--- src/rtl/dmwtc_ram.sv ---
`timescale 1ns / 1ps

module dmwtc_ram #(
  parameter int WIDTH = 8,
  parameter int DEPTH = 16
) (
  input  logic                     clk,
  input  logic                     we,
  input  logic [$clog2(DEPTH)-1:0] waddr,
  input  logic [WIDTH-1:0]         wdata,
  input  logic                     re,
  input  logic [$clog2(DEPTH)-1:0] raddr,
  output logic [WIDTH-1:0]         rdata
);

  logic [WIDTH-1:0] mem [DEPTH];

  // Write port and registered read port; read data holds while re is low
  always_ff @(posedge clk) begin
    if (we) begin
      mem[waddr] <= wdata;
    end
    if (re) begin
      rdata <= mem[raddr];
    end
  end

endmodule

--- config.mk ---
export PLATFORM = sky130hd
export DESIGN_NAME = dmwtc_ram
export DESIGN_NICKNAME = d
export VERILOG_FILES = /design/src/rtl/dmwtc_ram.sv
export SDC_FILE = /design/constraint.sdc
export NUM_CORES = 1
export LEC_CHECK = 0
export BUFFER_PORTS_ARGS = -buffer_cell sky130_fd_sc_hd__buf_2
export CAP_MARGIN = 0
export CORE_MARGIN = 4
export CORE_UTILIZATION = 57
export CTS_BUF_LIST = sky130_fd_sc_hd__clkbuf_8
export CTS_CLUSTER_SIZE = 25
export DETAILED_ROUTE_END_ITERATION = 7
export PLACE_DENSITY_LB_ADDON = 0.08
export SLEW_MARGIN = 20
export SYNTH_ARGS = -nofsm -noshare
export SYNTH_HDL_FRONTEND = slang
export SYNTH_SLANG_ARGS = --single-unit
--- constraint.sdc ---
create_clock -name clk -period 2.1 [get_ports clk]
set_clock_uncertainty 0.1 [all_clocks]
set_input_delay 0.525 -clock clk [delete_from_list [all_inputs] [get_ports clk]]
set_output_delay 0.525 -clock clk [all_outputs]
set_load 0.1 [all_outputs]
# ---- Word-level counts from Yosys, hierarchy flattened
# Memories as Yosys holds them, arrays and structs flattened. A register that Yosys moved wholly into a read port is not among the register bits.
# Cells that the tools add are included.
dict set report op_classes {
  muxes 2
}
# operator n
set ops {}
lappend ops {{2-to-1 mux 1 bit} 2}
dict set report word_totals {
  reg_bits 0
  ram_bits 128
  input_bits 19
  out_inout_bits 8
  wordCells 3
  n_memories 1
}
# name depth word_bits rd rd_ports_with_merged_regs write_ports line_no
set memory_table {}
lappend memory_table {mem 16 8 1 1 1 16} ;# logic [WIDTH-1:0] mem [DEPTH];

# ---- Depth between registers and ports, before layout
dict set report logic_depth {
  ltp_word 2
  mapped_depth 5
  ltp_nobuf 3
}

# ---- Worst setup path before layout
# OpenSTA, ideal clock, no wires.
dict set report synth_timing {
  kind {input-to-reg}
  start {in waddr[2]}
  end {mem mem[0][0], enable pin}
  setup_ns 0.383
  arrival_ns 1.635
  required_time_ns 1.617
  path_slack_ns -0.018
  cell_stages 2
  n_path_buf 0
  path_cell_list {or3b_2 nor3_1}
}
# element line_no
set synth_rtl {}
lappend synth_rtl {{from (decl)} 9} ;# input logic [$clog2(DEPTH)-1:0] waddr,
lappend synth_rtl {{to (decl)} 16}
# No word-level cell before the write port.

# ---- Worst setup path after layout
dict set report layout_timing {
  start {reg rdata[3] (read register of mem)}
  end {out rdata[3]}
}
# element line_no
set layout_rtl {}
lappend layout_rtl {{from (decl)} 13} ;# output logic [WIDTH-1:0] rdata
# No word-level cell between the ends.

==> impl_results.md <==
- Critical-path cell list: buf_2
- Hold Path Class: input pin to flip-flop
- Drt drc: 0
- Site Rows: 34
- Critical Path Slowest Stage Cell: buf_2
- Crit path kind: flip-flop to primary output
- Fin area: 6085 µm²
- Outcome: completed
- Peak VDD IR: 541.8 µV
- Worst path bufs/invs: 1
- Die area: 10770 µm²
- Fin Setup TNS: 0 ns
- Antenna Cells: 0
- FMAX: 532.4 MHz
- Area growth from synthesis to layout: 16.40%
- CP max stage delay: 0.45 ns
- Max FO, Critical Path: 1
- HPWL after DPL: 6426 µm
- Final wirelength: 10050 µm
- CTS sink cnt: 136
- Register area share after synthesis: 78.12%
- Average wire per standard cell: 24.40 µm
- Pin count of the biggest net entering global routing: 17
- DRT iter0 DRCs: 254
- CTS buffer count: 17
- Number of global-route vias before repair: 2583
- Most common cell after layout, fill and taps aside: edfxtp_1
- Post-layout power: 0.005668 W
- Starting Density: 59.36%
- Synth top area cells: edfxtp_1 (78%), mux4_2 (7.8%), mux4_1 (7.0%)
- Post-route ant nets: 0
- DR pass1 iterations: 4
- Max-cap violations: 0
- GP Congestion: 0.7365
- Die Span Y: 103.8 µm
- Mapped cell area: 5228 µm²
- Hold_ws: 0.3836 ns
- Clock Tree Root: clkbuf_8
- Die width: 103.8 µm
- Max-Slew Margin vs Limit: 66.55%
- M3 GR Usage: 4.975%
- Port Buf Inserts: 26
- WP data required: 1.47 ns
- Grt total ovfl: 0
- Via count: 2484
- Mean area per synthesized cell: 22.83 µm²
- RSZ-0062 raised after global routing: no
- Sequential cell area: 4084 µm²
- Filler cells: 558
- Pleak: 2.082 nW
- Final hold vios: 0
- CTS tree: built
- Hold Buf Count CTS: 0
- Synth top area share: 78.12%
- GR Layer Usage met2: 30.37%
- Total Routing Usage GR: 20.04%
- P per Cell Area: 931.5 nW/µm²
- CTS resizes: 0
- Yosys top cell by area: edfxtp_1
- CP endpoint kind: primary output
- GR peak layer: met2
- Post-Synthesis Cells: 229
- Depth of the CTS H-tree: 4
- Distinct cell type count of the synthesized netlist: 18
- CORE AREA: 8806 µm²
- Slew Limit Fails: 0
- Worst-margin pin slew: 0.5052 ns
- Clk Latency, worst-skew pair: 0.41 ns
- Final setup fails: 0
- Flops & latches, synth: 136
- First-pass GRT wire length: 15300 µm
- Worst-path clk slew: 0.08 ns
- Worst EP arrival: 1.25 ns
- Vias per inst: 6.029
- DP Area: 5664 µm²
- CP Launch Type: flip-flop
- Met1 GRT Util: 29.53%
- Yosys warnings: 0
- Ports: 27
- Worst path top cell family by delay: buffers and inverters
- Syn_nets: 248
- Most frequent cells in the layout: edfxtp_1 (136), buf_2 (26), buf_4 (23)
- Final nets: 310
- Fin crit share: 89.45%
- Final worst path period need: 1.878 ns
- Multi-input logic area: 1062 µm²
- Post-CTS Setup Repair Bufs: 0
- Initial antenna violation count: 0
- Max Buffers Root-to-Sink: 2
- Share of layout cells above drive strength 1: 33.55%
## registers in the layout, indices dropped and copies added, names as in the netlist
register,count
mem,128
rdata,8
## per-stage QoR
| step | setup slack [ns] | instances | utilization, % |
|---|---|---|---|
| detailed placement | -0.1357 | 380 | 64.32 |
| finish | 0.2216 | 412 | 69.10 |
| floorplan | 0.1926 | 229 | - |
| CTS | 0.1977 | 412 | 69.10 |
| global route | 0.1624 | 412 | 69.10 |
| global placement | -0.1051 | 380 | 64.32 |
## logic make-up after synthesis
| family | synth area share, % |
|---|---|
| buffers and inverters | 1.651 |
| AOI/OAI and AO/OA | 2.298 |
| muxes | 14.79 |
| DFF | 78.12 |
| and+or+nand+nor | 3.136 |
## layer usage
layer | part of all wire, % | vias to the layer above | wire [µm]
met5 | 0 | - | 0
met4 | 0.76 | 0 | 76
met3 | 8.0 | 4 | 807
met2 | 48 | 105 | 4814
met1 | 43 | 1271 | 4355
li1 | - | 1104 | -
## report_power, final
part / internal [W] / switching, W / leakage [nW]
clock: 0.00128 / 0.000929 / 0.211
sequential: 0.00306 / 0.0000160 / 1.24
combinational: 0.000132 / 0.000259 / 0.634
total: 0.00446 / 0.00120 / 2.08
## synth_stat cells
library cell / n
and2b_1: 1
buf_6: 3
nand3b_1: 2
or3b_2: 1
buf_2: 3
mux4_2: 18
nand2_1: 9
and2_1: 1
nand3_1: 1
nor3_1: 4
nor2_1: 13
buf_4: 1
a22oi_1: 16
mux4_1: 14
nor2b_1: 1
clkdlybuf4s25_2: 3
nand2b_1: 2
edfxtp_1: 136
## worst paths after layout
path                             start                   to  slack [ns]  cells after the start
setup / recovery    rdata[3]$_DFFE_PP_             rdata[3]        0.22                      1
hold / removal                wdata[1]  mem[5][1]$_DFFE_PP_        0.38                      1
setup reg to reg  mem[10][3]$_DFFE_PP_   rdata[3]$_DFFE_PP_        0.43                      3
hold reg to reg   mem[15][6]$_DFFE_PP_   rdata[6]$_DFFE_PP_        0.65                      3
## cell type report
| class | count | share of cell area, % |
|---|---|---|
| Clock inverter | 15 | 3.064 |
| Timing Repair Buffer | 53 | 6.292 |
| Multi-Input combinational cell | 83 | 17.46 |
| Clock buffer | 17 | 3.845 |
| Tap cell | 108 | 2.221 |
| Sequential cell | 136 | 67.12 |
(Power assumes the default switching activity.)
